===== src/rtl/pes_pkg.sv =====
package pes_pkg;

  // Per-PID store depth and transport packet length
  localparam int unsigned PID_COUNT    = 8192;
  localparam int unsigned PACKET_BYTES = 188;

  // Field widths
  localparam int unsigned PID_W     = 13;
  localparam int unsigned BYTE_W    = 8;
  localparam int unsigned PID_IDX_W = (PID_COUNT > 1) ? $clog2(PID_COUNT) : 1;

  // Payload bytes at or beyond this packet index are never passed
  localparam logic [BYTE_W-1:0] PAYLOAD_LIMIT = BYTE_W'(PACKET_BYTES - 4);
  // Fixed part of the PES header ahead of the optional header bytes
  localparam logic [BYTE_W:0]   HDR_BASE      = 9'd9;
  localparam logic [BYTE_W-1:0] IDX_MAX       = 8'hFF;

  // Byte positions inside a unit-start packet
  localparam logic [BYTE_W-1:0] IDX_SC0     = 8'd0;
  localparam logic [BYTE_W-1:0] IDX_SC1     = 8'd1;
  localparam logic [BYTE_W-1:0] IDX_SC2     = 8'd2;
  localparam logic [BYTE_W-1:0] IDX_STREAM  = 8'd3;
  localparam logic [BYTE_W-1:0] IDX_HDR_LEN = 8'd8;
  localparam logic [BYTE_W-1:0] IDX_HDR_END = 8'd9;

  // Start code bytes
  localparam logic [BYTE_W-1:0] SC_ZERO = 8'h00;
  localparam logic [BYTE_W-1:0] SC_ONE  = 8'h01;

  // Stream ids that carry no elementary stream bytes in the start packet
  localparam logic [BYTE_W-1:0] SID_PROG_MAP   = 8'hBC;
  localparam logic [BYTE_W-1:0] SID_PADDING    = 8'hBE;
  localparam logic [BYTE_W-1:0] SID_PRIVATE_2  = 8'hBF;
  localparam logic [BYTE_W-1:0] SID_ECM        = 8'hF0;
  localparam logic [BYTE_W-1:0] SID_EMM        = 8'hF1;
  localparam logic [BYTE_W-1:0] SID_DIRECTORY  = 8'hFF;
  localparam logic [BYTE_W-1:0] SID_DSMCC      = 8'hF2;
  localparam logic [BYTE_W-1:0] SID_H222_E     = 8'hF8;

  // Command queue between front and back
  localparam int unsigned FIFO_DEPTH = 4;
  localparam int unsigned FIFO_PTR_W = $clog2(FIFO_DEPTH);
  localparam int unsigned FIFO_CNT_W = $clog2(FIFO_DEPTH + 1);

  // Work the back end performs against the per-PID bits
  typedef enum logic [2:0] {
    OP_FLAG,         // report only the bad start flag
    OP_COND_PASS,    // pass byte if the PID is started
    OP_PASS,         // pass byte unconditionally
    OP_UNIT_START,   // close the pending unit of the PID
    OP_SET_STARTED   // mark the PID started
  } op_e;

  typedef struct packed {
    op_e               op;
    logic              bad;
    logic [PID_W-1:0]  pid;
    logic [BYTE_W-1:0] data;
  } cmd_t;

  typedef struct packed {
    logic              out_valid;
    logic [BYTE_W-1:0] out_byte;
    logic [PID_W-1:0]  out_pid;
    logic              unit_end;
    logic              bad_start;
  } result_t;

  function automatic logic is_special_id(input logic [BYTE_W-1:0] id);
    return (id == SID_PROG_MAP)  || (id == SID_PADDING) || (id == SID_PRIVATE_2) ||
           (id == SID_ECM)       || (id == SID_EMM)     || (id == SID_DIRECTORY) ||
           (id == SID_DSMCC)     || (id == SID_H222_E);
  endfunction

endpackage


===== src/rtl/pes_fifo.sv =====
module pes_fifo (
  input  logic           clk_i,
  input  logic           rst_ni,
  input  logic           push_i,
  input  pes_pkg::cmd_t  cmd_i,
  output logic           full_o,
  input  logic           pop_i,
  output logic           valid_o,
  output pes_pkg::cmd_t  head_o
);
  import pes_pkg::*;

  cmd_t                  slot_q [FIFO_DEPTH];
  logic [FIFO_PTR_W-1:0] wr_q, wr_d;
  logic [FIFO_PTR_W-1:0] rd_q, rd_d;
  logic [FIFO_CNT_W-1:0] cnt_q, cnt_d;

  assign full_o  = (cnt_q == FIFO_CNT_W'(FIFO_DEPTH));
  assign valid_o = (cnt_q != '0);
  assign head_o  = slot_q[rd_q];

  // Advance pointers and occupancy
  always_comb begin
    wr_d  = wr_q;
    rd_d  = rd_q;
    cnt_d = cnt_q;
    if (push_i) begin
      wr_d = (wr_q == FIFO_PTR_W'(FIFO_DEPTH - 1)) ? '0 : wr_q + 1'b1;
    end
    if (pop_i) begin
      rd_d = (rd_q == FIFO_PTR_W'(FIFO_DEPTH - 1)) ? '0 : rd_q + 1'b1;
    end
    if (push_i && !pop_i) begin
      cnt_d = cnt_q + 1'b1;
    end else if (pop_i && !push_i) begin
      cnt_d = cnt_q - 1'b1;
    end
  end

  always_ff @(posedge clk_i or negedge rst_ni) begin
    if (!rst_ni) begin
      wr_q  <= '0;
      rd_q  <= '0;
      cnt_q <= '0;
    end else begin
      wr_q  <= wr_d;
      rd_q  <= rd_d;
      cnt_q <= cnt_d;
    end
  end

  // Store pushed commands
  always_ff @(posedge clk_i) begin
    if (push_i) begin
      slot_q[wr_q] <= cmd_i;
    end
  end

  a_no_overflow: assert property (@(posedge clk_i) disable iff (!rst_ni)
    push_i && full_o |-> pop_i)
    else $error("command pushed into a full queue");

endmodule


===== config.mk =====
export PLATFORM = sky130hd
export DESIGN_NAME = pes_fifo
export DESIGN_NICKNAME = d
export VERILOG_FILES = /design/src/rtl/pes_pkg.sv /design/src/rtl/pes_fifo.sv
export SDC_FILE = /design/constraint.sdc
export NUM_CORES = 1
export LEC_CHECK = 0
export ABC_CLOCK_PERIOD_IN_PS = 4600
export BUFFER_PORTS_ARGS = -buffer_cell sky130_fd_sc_hd__buf_4
export CORE_MARGIN = 3
export CORE_UTILIZATION = 43
export DETAILED_ROUTE_END_ITERATION = 10
export PLACE_DENSITY = 0.66
export REMOVE_ABC_BUFFERS = 1
export SLEW_MARGIN = 20
export SYNTH_ARGS = -nofsm -noshare
export SYNTH_HDL_FRONTEND = slang
export SYNTH_SLANG_ARGS = --single-unit

===== constraint.sdc =====
create_clock -name clk_i -period 4.6 [get_ports clk_i]
set_input_delay 0.92 -clock clk_i [delete_from_list [all_inputs] [get_ports clk_i]]
set_output_delay 0.92 -clock clk_i [all_outputs]
set_load 0.05 [all_outputs]

==> results.toml <==
[sta]
final-setup-viol-count = 0
slew_viol_final = 0
max_slew_margin = 0.327
finalSetupTns_ps = 0
finalCritPeriodShare = 0.673
tightest_slew_ps = 1010
fmax_ghz = 0.323
rsz0062_at_grt = "false"
post-route-min-period_ps = 3090
skew_ps = 9.56
final-hold-violation-count = 0
hold_slack_ps = 359

[clock_network]
cts_resized = 0
holdBufCountCts = 0
cts_setup_buffers = 0
numCtsBuffers = 9
cts_sinks = 107
htreeDepth = 3
clk_pin_slew_ps = 90
cts_tree = "yes"
root_buffer = "clkbuf_8"
clock_path_buffers = 2
clk_latency_ps = 350

[floorplanning]
core_sq_um = 8980
start_util = 0.454
die_h_um = 103
ios = 56
dieArea_sq_um = 10700
rows = 34
dieWidth_um = 103

[drt]
totalWireLength_mm = 6.62
antenna_left = 0
drc = 0
via_per_inst = 4.88
wl_met1_mm = 2.75
wl_per_cell_um = 18.2
wl_met2_mm = 3.34
top_layer = "met4"
dr_wl_met3_um = 454
drtIter0Drc = 47
dr.pass1.iters = 4
num_vias = 1778

[placement]
dp_hpwl_mm = 4.17
io_buffer_count = 55
place.gp.congestion = 0.682
postPlaceCellArea_sq_um = 4610

[critical_path]
cp-start-kind = "register"
crit_required_ps = 3680
ff2ff_setup_slack_ps = 2620
cp.arrival_ps = 2170
critPathMaxFanout = 28
rr_startpoint = "wr_q[0]$_DFFE_PN0P_"
crit_path_end_kind = "output pin"
crit_start = "rd_q[0]$_DFFE_PN0P_"
critPathKind = "register to output pin"

[synth]
yosysSeqAreaShare = 0.781
synth_fa_ha_area_frac = 0.0234
synth-xor-area-share = 0.00645
async_flop_share = 0.0654
syn_inst = 168
synth_top_family_by_area = "multiplexers"
synth_edf_count = 100
synth_compound_area_frac = 0.00246
ys_warn_count = 0
synth_area_sq_um = 4070
ys_seq_elements = 107
synth_mux_area_frac = 0.153
yosys.cell_types.count = 19
yosys.area_share.simple = 0.0141
syn-mean-instance-area_sq_um = 24.2
ys.flop_type = "edfxtp_1"

[cells_and_area]
diodes = 0
nets = 269
final_common_cell = "edfxtp_1"
fillCellCount = 703
fin_area_sq_um = 4830
drive_gt1_frac = 0.408
mostFrequentLayoutCells = "edfxtp_1, buf_4, mux4_2, clkbuf_8, mux4_1"
area_growth_pct = 18.7

[global_routing]
grt_usage = 0.134
grt_max_degree = 29
grt_antenna_before_repair = 0
grt_pass1_vias = 1971
grt_pass1_wl_mm = 10.3
gr-total-overflow = 0

[pwr]
p_per_area_nw_per_um2 = 674
leakagePower_nw = 1.70
vdd_drop_max_mv = 0.312

[flow_run]
drv_cap = 0

[worst_hold_path]
hold_path_class = "primary input to asynchronous set/reset pin"

[status]
outcome = "complete, no violations"
## path summary, 6_finish.rpt
check / end / cells past startpoint
setup / recovery: head_o[16] / 2
hold / removal: wr_q[1]$_DFFE_PN0P_ / 1
setup reg to reg: slot_q[3][18]$_DFFE_PP_ / 3
hold reg to reg: cnt_q[2]$_DFFE_PN0P_ / 1
max in group asynchronous: rd_q[0]$_DFFE_PN0P_ / 1
min in group clk_i: cnt_q[2]$_DFFE_PN0P_ / 1
## cells in the mapped netlist, types with 2 or more instances
master    instances  area, sq um
nand2_1           2         7.51
and2_1            4         25.0
buf_12            2         40.0
edfxtp_1        100         3000
nor2_1            3         11.3
inv_1             4         15.0
buf_2             3         15.0
ha_1              6         75.1
mux4_1            7          184
mux2_2            3         33.8
o21ai_0           2         10.0
mux4_2           18          405
dfrtp_1           7          175
xor2_1            2         17.5
## cell type report
| class | count | area (sq um) | area share |
|---|---|---|---|
| flip-flops and latches | 107 | 3180 | 0.658 |
| clock buffers | 9 | 124 | 0.0256 |
| clock inverters | 7 | 92.6 | 0.0192 |
| inverters | 4 | 15.0 | 0.00311 |
| repair buffers | 60 | 450 | 0.0932 |
| well taps | 126 | 158 | 0.0326 |
| multi-input cells | 51 | 812 | 0.168 |
## where the power goes
group | total (mW) | leakage, nW | switching (mW) | internal [mW]
combinational | 1.28 | 0.596 | 0.806 | 0.475
clock | 0.601 | 0.103 | 0.297 | 0.304
sequential | 1.38 | 1.00 | 0.121 | 1.25
total | 3.26 | 1.70 | 1.22 | 2.03
## sequential cells by signal (all words and copies together), names as in the netlist
| register | flops |
|---|---|
| cnt_q | 3 |
| rd_q | 2 |
| slot_q | 100 |
| wr_q | 2 |
## routing by layer
metal,GRT usage,vias up
li1,-,824
met1,0.162,897
met2,0.225,51
met3,0.0449,6
met4,0.0538,0
met5,0,-
## worst max-delay path, stage by stage (launching register included)
cell,delay [ps]
dfrtp_2,950
mux4_1,660
buf_4,210
## metrics by stage
step           cells  total power, mW  utilization  setup slack, ps
6_report         364             3.26        0.538             1510
5_1_grt          364             3.42        0.538             1320
4_1_cts          364             3.31        0.538             1410
3_5_place_dp     348             2.71        0.514             1820
3_3_place_gp     348             2.69        0.514             1840
2_1_floorplan    162             2.31            -             1640
## cell families (layout without fill, tap and decap cells)
| group | after synthesis | in the layout |
|---|---|---|
| adder cells (fa/ha/maj) | 7 | 7 |
| buffers and inverters | 10 | 80 |
| AO/OA/AOI/OAI | 2 | 2 |
| XOR/XNOR | 3 | 3 |
| flip-flops | 107 | 107 |
| AND/OR/NAND/NOR | 11 | 11 |
| multiplexers | 28 | 28 |
Power figures use the tool's default switching activity.
