### src/rtl/pes_pkg.sv
package pes_pkg;

  // Per-PID store depth and transport packet length
  localparam int unsigned PID_COUNT    = 8192;
  localparam int unsigned PACKET_BYTES = 188;

  // Field widths
  localparam int unsigned PID_W     = 13;
  localparam int unsigned BYTE_W    = 8;
  localparam int unsigned PID_IDX_W = (PID_COUNT > 1) ? $clog2(PID_COUNT) : 1;

  // Payload bytes at or beyond this packet index are never passed
  localparam logic [BYTE_W-1:0] PAYLOAD_LIMIT = BYTE_W'(PACKET_BYTES - 4);
  // Fixed part of the PES header ahead of the optional header bytes
  localparam logic [BYTE_W:0]   HDR_BASE      = 9'd9;
  localparam logic [BYTE_W-1:0] IDX_MAX       = 8'hFF;

  // Byte positions inside a unit-start packet
  localparam logic [BYTE_W-1:0] IDX_SC0     = 8'd0;
  localparam logic [BYTE_W-1:0] IDX_SC1     = 8'd1;
  localparam logic [BYTE_W-1:0] IDX_SC2     = 8'd2;
  localparam logic [BYTE_W-1:0] IDX_STREAM  = 8'd3;
  localparam logic [BYTE_W-1:0] IDX_HDR_LEN = 8'd8;
  localparam logic [BYTE_W-1:0] IDX_HDR_END = 8'd9;

  // Start code bytes
  localparam logic [BYTE_W-1:0] SC_ZERO = 8'h00;
  localparam logic [BYTE_W-1:0] SC_ONE  = 8'h01;

  // Stream ids that carry no elementary stream bytes in the start packet
  localparam logic [BYTE_W-1:0] SID_PROG_MAP   = 8'hBC;
  localparam logic [BYTE_W-1:0] SID_PADDING    = 8'hBE;
  localparam logic [BYTE_W-1:0] SID_PRIVATE_2  = 8'hBF;
  localparam logic [BYTE_W-1:0] SID_ECM        = 8'hF0;
  localparam logic [BYTE_W-1:0] SID_EMM        = 8'hF1;
  localparam logic [BYTE_W-1:0] SID_DIRECTORY  = 8'hFF;
  localparam logic [BYTE_W-1:0] SID_DSMCC      = 8'hF2;
  localparam logic [BYTE_W-1:0] SID_H222_E     = 8'hF8;

  // Command queue between front and back
  localparam int unsigned FIFO_DEPTH = 4;
  localparam int unsigned FIFO_PTR_W = $clog2(FIFO_DEPTH);
  localparam int unsigned FIFO_CNT_W = $clog2(FIFO_DEPTH + 1);

  // Work the back end performs against the per-PID bits
  typedef enum logic [2:0] {
    OP_FLAG,         // report only the bad start flag
    OP_COND_PASS,    // pass byte if the PID is started
    OP_PASS,         // pass byte unconditionally
    OP_UNIT_START,   // close the pending unit of the PID
    OP_SET_STARTED   // mark the PID started
  } op_e;

  typedef struct packed {
    op_e               op;
    logic              bad;
    logic [PID_W-1:0]  pid;
    logic [BYTE_W-1:0] data;
  } cmd_t;

  typedef struct packed {
    logic              out_valid;
    logic [BYTE_W-1:0] out_byte;
    logic [PID_W-1:0]  out_pid;
    logic              unit_end;
    logic              bad_start;
  } result_t;

  function automatic logic is_special_id(input logic [BYTE_W-1:0] id);
    return (id == SID_PROG_MAP)  || (id == SID_PADDING) || (id == SID_PRIVATE_2) ||
           (id == SID_ECM)       || (id == SID_EMM)     || (id == SID_DIRECTORY) ||
           (id == SID_DSMCC)     || (id == SID_H222_E);
  endfunction

endpackage

### src/rtl/pes_intf.sv
interface pes_in_if;
  logic                          valid;
  logic                          ready;
  logic [pes_pkg::PID_W-1:0]     in_pid;
  logic                          unit_start;
  logic                          first_byte;
  logic                          last_byte;
  logic [pes_pkg::BYTE_W-1:0]    data_byte;

  modport source (output valid, in_pid, unit_start, first_byte, last_byte, data_byte,
                  input ready);
  modport sink   (input valid, in_pid, unit_start, first_byte, last_byte, data_byte,
                  output ready);
endinterface


### src/rtl/pes_front.sv
module pes_front (
  input  logic           clk_i,
  input  logic           rst_ni,
  pes_in_if.sink         in_i,
  input  logic           clr_busy_i,
  input  logic           full_i,
  output logic           push_o,
  output pes_pkg::cmd_t  cmd_o
);
  import pes_pkg::*;

  logic [BYTE_W-1:0] bi_q, bi_d;
  logic              ps_q, ps_d;
  logic              sc_q, sc_d;
  logic              ord_q, ord_d;
  logic [BYTE_W-1:0] hl_q, hl_d;

  logic              fire;
  logic              in_range;
  logic              ps;
  logic              sc_ok;
  logic [BYTE_W-1:0] idx;

  // Hold off new bytes while the PID store is cleared or the queue is full
  assign in_i.ready = !clr_busy_i && !full_i;
  assign fire       = in_i.valid && in_i.ready;
  assign in_range   = {1'b0, in_i.in_pid} < (PID_W + 1)'(PID_COUNT);
  assign idx        = in_i.first_byte ? IDX_SC0 : bi_q;

  // Track the packet position and classify the byte
  always_comb begin
    bi_d   = bi_q;
    ps_d   = ps_q;
    sc_d   = sc_q;
    ord_d  = ord_q;
    hl_d   = hl_q;
    ps     = ps_q;
    sc_ok  = 1'b0;
    push_o = 1'b0;
    cmd_o.op   = OP_FLAG;
    cmd_o.bad  = 1'b0;
    cmd_o.pid  = in_i.in_pid;
    cmd_o.data = in_i.data_byte;
    if (fire && in_range) begin
      if (in_i.first_byte) begin
        ps = in_i.unit_start;
      end
      bi_d = (idx < IDX_MAX) ? idx + 8'd1 : IDX_MAX;
      if (!in_i.unit_start) begin
        if (idx < PAYLOAD_LIMIT) begin
          cmd_o.op = OP_COND_PASS;
          push_o   = 1'b1;
        end
      end else if (ps) begin
        if (idx == IDX_SC0) begin
          cmd_o.op = OP_UNIT_START;
          push_o   = 1'b1;
          sc_d     = (in_i.data_byte == SC_ZERO);
          ord_d    = 1'b0;
          hl_d     = '0;
        end else if (idx == IDX_SC1) begin
          sc_d = sc_q && (in_i.data_byte == SC_ZERO);
        end else if (idx == IDX_SC2) begin
          sc_ok = sc_q && (in_i.data_byte == SC_ONE);
          sc_d  = sc_ok;
          if (sc_ok) begin
            cmd_o.op = OP_SET_STARTED;
            push_o   = 1'b1;
          end else begin
            cmd_o.bad = 1'b1;
          end
        end else if (idx == IDX_STREAM) begin
          ord_d = sc_q && !is_special_id(in_i.data_byte);
        end else if (idx == IDX_HDR_LEN) begin
          hl_d = in_i.data_byte;
        end else if (idx >= IDX_HDR_END && sc_q && ord_q &&
                     {1'b0, idx} >= HDR_BASE + {1'b0, hl_q} &&
                     idx < PAYLOAD_LIMIT) begin
          cmd_o.op = OP_PASS;
          push_o   = 1'b1;
        end
        // A unit-start packet that ends inside the start code is bad
        if (in_i.last_byte && idx < IDX_SC2) begin
          cmd_o.bad = 1'b1;
        end
        if (cmd_o.bad) begin
          push_o = 1'b1;
        end
      end
      ps_d = in_i.last_byte ? 1'b0 : ps;
    end
  end

  always_ff @(posedge clk_i or negedge rst_ni) begin
    if (!rst_ni) begin
      bi_q  <= '0;
      ps_q  <= 1'b0;
      sc_q  <= 1'b0;
      ord_q <= 1'b0;
      hl_q  <= '0;
    end else begin
      bi_q  <= bi_d;
      ps_q  <= ps_d;
      sc_q  <= sc_d;
      ord_q <= ord_d;
      hl_q  <= hl_d;
    end
  end

  // A command that only flags must carry the flag
  a_flag_cmd_has_bad: assert property (@(posedge clk_i) disable iff (!rst_ni)
    push_o && cmd_o.op == OP_FLAG |-> cmd_o.bad)
    else $error("flag-only command pushed without bad start");

endmodule

### src/flat_wrapper.sv
// flat-port wrapper written by rule: the top's interface ports become plain ports
module pes_front_flat import pes_pkg::*;
  (clk_i, rst_ni, clr_busy_i, full_i, push_o, cmd_o, in_i_valid, in_i_in_pid, in_i_unit_start, in_i_first_byte, in_i_last_byte, in_i_data_byte, in_i_ready);
  pes_in_if in_i_i ();
  input  logic clk_i;
  input  logic rst_ni;
  input  logic clr_busy_i;
  input  logic full_i;
  output logic push_o;
  output pes_pkg::cmd_t cmd_o;
  input wire logic [$bits(in_i_i.valid)-1:0] in_i_valid;
  input wire logic [$bits(in_i_i.in_pid)-1:0] in_i_in_pid;
  input wire logic [$bits(in_i_i.unit_start)-1:0] in_i_unit_start;
  input wire logic [$bits(in_i_i.first_byte)-1:0] in_i_first_byte;
  input wire logic [$bits(in_i_i.last_byte)-1:0] in_i_last_byte;
  input wire logic [$bits(in_i_i.data_byte)-1:0] in_i_data_byte;
  output wire logic [$bits(in_i_i.ready)-1:0] in_i_ready;
  assign in_i_i.valid = in_i_valid;
  assign in_i_i.in_pid = in_i_in_pid;
  assign in_i_i.unit_start = in_i_unit_start;
  assign in_i_i.first_byte = in_i_first_byte;
  assign in_i_i.last_byte = in_i_last_byte;
  assign in_i_i.data_byte = in_i_data_byte;
  assign in_i_ready = in_i_i.ready;
  pes_front u_core (.clk_i(clk_i), .rst_ni(rst_ni), .in_i(in_i_i), .clr_busy_i(clr_busy_i), .full_i(full_i), .push_o(push_o), .cmd_o(cmd_o));
endmodule
### config.mk
export PLATFORM = sky130hd
export DESIGN_NAME = pes_front_flat
export DESIGN_NICKNAME = d
export VERILOG_FILES = /design/src/rtl/pes_pkg.sv /design/src/rtl/pes_intf.sv /design/src/rtl/pes_front.sv /design/src/flat_wrapper.sv
export SDC_FILE = /design/constraint.sdc
export NUM_CORES = 1
export LEC_CHECK = 0
export BUFFER_PORTS_ARGS = -buffer_cell sky130_fd_sc_hd__buf_2
export CAP_MARGIN = 0
export CORE_MARGIN = 5
export CORE_UTILIZATION = 53
export CTS_BUF_LIST = sky130_fd_sc_hd__clkbuf_8
export DETAILED_ROUTE_END_ITERATION = 7
export PLACE_DENSITY = 0.82
export SLEW_MARGIN = 20
export SYNTH_ARGS = -nofsm -noshare
export SYNTH_HDL_FRONTEND = slang
export SYNTH_SLANG_ARGS = --single-unit
### constraint.sdc
create_clock -name clk_i -period 2.6 [get_ports clk_i]
set_clock_uncertainty 0.1 [all_clocks]
set_input_delay 0.13 -clock clk_i [delete_from_list [all_inputs] [get_ports clk_i]]
set_output_delay 0.13 -clock clk_i [all_outputs]
set_load 0.01 [all_outputs]
==> run metrics <==
kind of end point of the critical path output pin; CP Class register to output pin; Site Rows 21; Slew HR a little under three quarters; final wirelength between 4 and 5 mm; grt total ovfl 0; initial antenna violation count 0; top cell type's share of synthesized area 26.2%; Detailed Place HPWL between 3 and 4 mm; Slew @ Worst Pin approximately 0.43 ns; CTS root buf clkbuf_8; global routing's busiest layer met2; Hold Startpoint in_i_data_byte[5]; count leader, synth nand2_1; crit path from u_core.hl_q[0]; end of the worst hold path u_core.hl_q[5]; Clock Sinks 19; WHS 0.0296 ns; met1 Use GR about 25%; Die Ht approximately 68 µm; Area Growth Syn to Fin 7.66%; H-tree Lvls 1; drt pass-1 iters 4; Setup WS pre-CTS between 0.07 and 0.08 ns; Synth Instances ~220; I/O Buffers 29; Final WS setup -0.0297 ns; post-layout min period 2.63 ns; die span in x 68.5 µm; r2r startpoint u_core.bi_q[0]; IO Count 56; die area ~4700 µm²; routability cong. 0.835; mapped cell area 1810 µm²; FF-to-FF End u_core.bi_q[3]; Worst Path Arrival 2.40 ns; initial drt markers 150; R2R Setup Slk around 0.36 ns; list of most frequent post-synthesis cells nand2_1, buf_4, dfrtp_1; largest cells by area after synthesis dfrtp_1, buf_4, ha_1; CTS buffer count 3; largest net degree at the start of global routing 20; RSZ-0062 raised after global routing true; Hold Crit Depth 3; ant diodes 0; worst min path class input port to register; first-pass GRT wire length about 6.8 mm; Max Root-Sink Buffers 2; Distinct cells, synth 49; vias per cell ~6; core area between 3000 and 4000 µm²; Clk pin slew, worst setup/hold paths approximately 0.07 ns; total power between 0.0009 and 0.001 W; via total after detailed routing between 1.5k and 2k; P_leak 0.864 nW; number of global-route vias before repair around 1.4k; nets roughly 270; fill cell count around 320; CTS tree built; Final setup viols 1; Yosys reg bits 19; VDD IR max just over 300 µV; period utilization 101%; Synth warnings 0; Post-route DRC 0; failing checks setup timing; Final Hold Viols 0; cells on worst reg2reg path 8; Post-synth ARST share between 90% and 100%; DR WL/cell around 15 µm; post-synthesis net count 260; maxcap violations 0; EDFF count, synth 0; global-route usage over all layers between 15 and 20%; Initial Util between 50% and 60%; Power Density roughly 490 nW/µm²; ANT nets after route 0; startpoint types register; Skew-Pair Late Insertion Delay roughly 0.26 ns; top cell type by total area after synthesis dfrtp_1; Syn Area/Cell a little over 8 µm²; Final Max Slew Viols 0; status finished, violations left; met2 GRT Util 31.5%; CP Max Fanout 2; Max Freq 380 MHz; Data required, critical path between 2 and 2.5 ns; top_reg_cell synth dfrtp_1; met3 GRT Util about 5%; layout cell share with drive strength beyond 1 approximately a quarter; register area share after synthesis between 20% and 30%
how the worst max path moves through the flow:
stage                        end  slack [ns]  cells after the start
after CTS                 push_o       -0.09                     11
after global routing      push_o       -0.18                     11
after global placement    push_o        0.20                     11
final                     push_o       -0.03                     11
after floorplan           push_o        0.42                     10
after detailed placement  push_o        0.08                     11
where the power goes:
part	total, W	internal [W]	switching, W
clock network	0.000207	0.000105	0.000101
logic	0.000342	0.000156	0.000186
registers	0.000414	0.000339	0.0000748
state kept, by name (all words and copies together) (netlist names):
signal        cells
u_core.hl_q       8
u_core.sc_q       1
u_core.ord_q      1
u_core.ps_q       1
u_core.bi_q       8
placed cells by master, fill, tap and decap left out, types with 2 or more instances in the layout:
cell type / synthesis / routed
nor2b_1: 4 / 4
o21ba_2: 2 / 2
o21ai_0: 13 / 11
nand3_1: 2 / 2
o21a_1: 7 / 7
inv_1: 9 / 10
o22a_1: 4 / 4
ha_1: 13 / 11
nand4_1: 3 / 3
nor2_1: 18 / 17
a31oi_1: 6 / 6
xnor2_1: 3 / 3
nor3_1: 3 / 3
nor3b_1: 2 / 2
o211ai_1: 2 / 2
and4_1: 2 / 2
xor2_1: 4 / 4
o21bai_1: 2 / 2
nand2b_1: 2 / 2
buf_4: 23 / 7
or4_4: 2 / 2
dfrtp_1: 19 / 19
and3_1: 4 / 3
dlygate4sd3_1: 0 / 2
o21ai_2: 3 / 4
a21oi_1: 6 / 5
buf_2: 3 / 29
clkbuf_8: 0 / 3
nand2_1: 27 / 27
o21ai_1: 6 / 7
metal layers:
layer	wire length (µm)	vias up
met2	2010	60
met1	1810	756
met4	97	0
li1	-	783
met3	321	9
met5	0	-
what timing repair did:
item,4_1_cts,5_1_grt
resized for setup,6,5
pin swaps,3,11
hold buffers,2,0
setup endpoints to repair,2,2
buffers inserted,4,0
endpoints found under the hold margin,20,0
stage by stage:
stage / utilization (%) / instance area [µm²] / setup TNS (ns) / std cells
3_5_place_dp: 54.3 / 1810 / 0 / 266
4_1_cts: 57.6 / 1920 / -0.146 / 276
2_1_floorplan: - / 1810 / 0 / 218
3_3_place_gp: 54.3 / 1810 / 0 / 266
5_1_grt: 58.5 / 1950 / -0.317 / 276
6_report: 58.5 / 1950 / -0.0297 / 276
critical path: stages, from the launching register on:
cell and delay, ns:
dfrtp_1 0.41, ha_4 0.18, a21oi_4 0.16, nor2_2 0.06, xnor2_1 0.13, ha_1 0.32
a22o_1 0.26, nor4_2 0.14, o21ai_1 0.10, nand4_1 0.11, a31oi_1 0.12, buf_2 0.15
area by class of cell:
type	instances	area [µm²]	share of cell area [%]
sequential	19	475	24.4
clock buffer	3	41.3	2.12
inverter	9	33.8	1.73
tap	46	57.6	2.95
multi-input combinational	160	1120	57.5
clock inverter	1	3.75	0.192
timing repair buffer	38	218	11.2
cells by family (layout without fill, tap and decap cells):
| logic type | after synthesis | count (layout) | share of synthesized area (%) |
|---|---|---|---|
| compound gates | 62 | 62 | 23.7 |
| xor+xnor | 7 | 7 | 3.38 |
| fa+ha+maj | 14 | 14 | 9.52 |
| buf+inv | 39 | 51 | 14.3 |
| flops | 19 | 19 | 26.2 |
| mux | 2 | 2 | 1.17 |
| simple gates | 75 | 75 | 21.7 |
(Power assumes the default switching activity.)
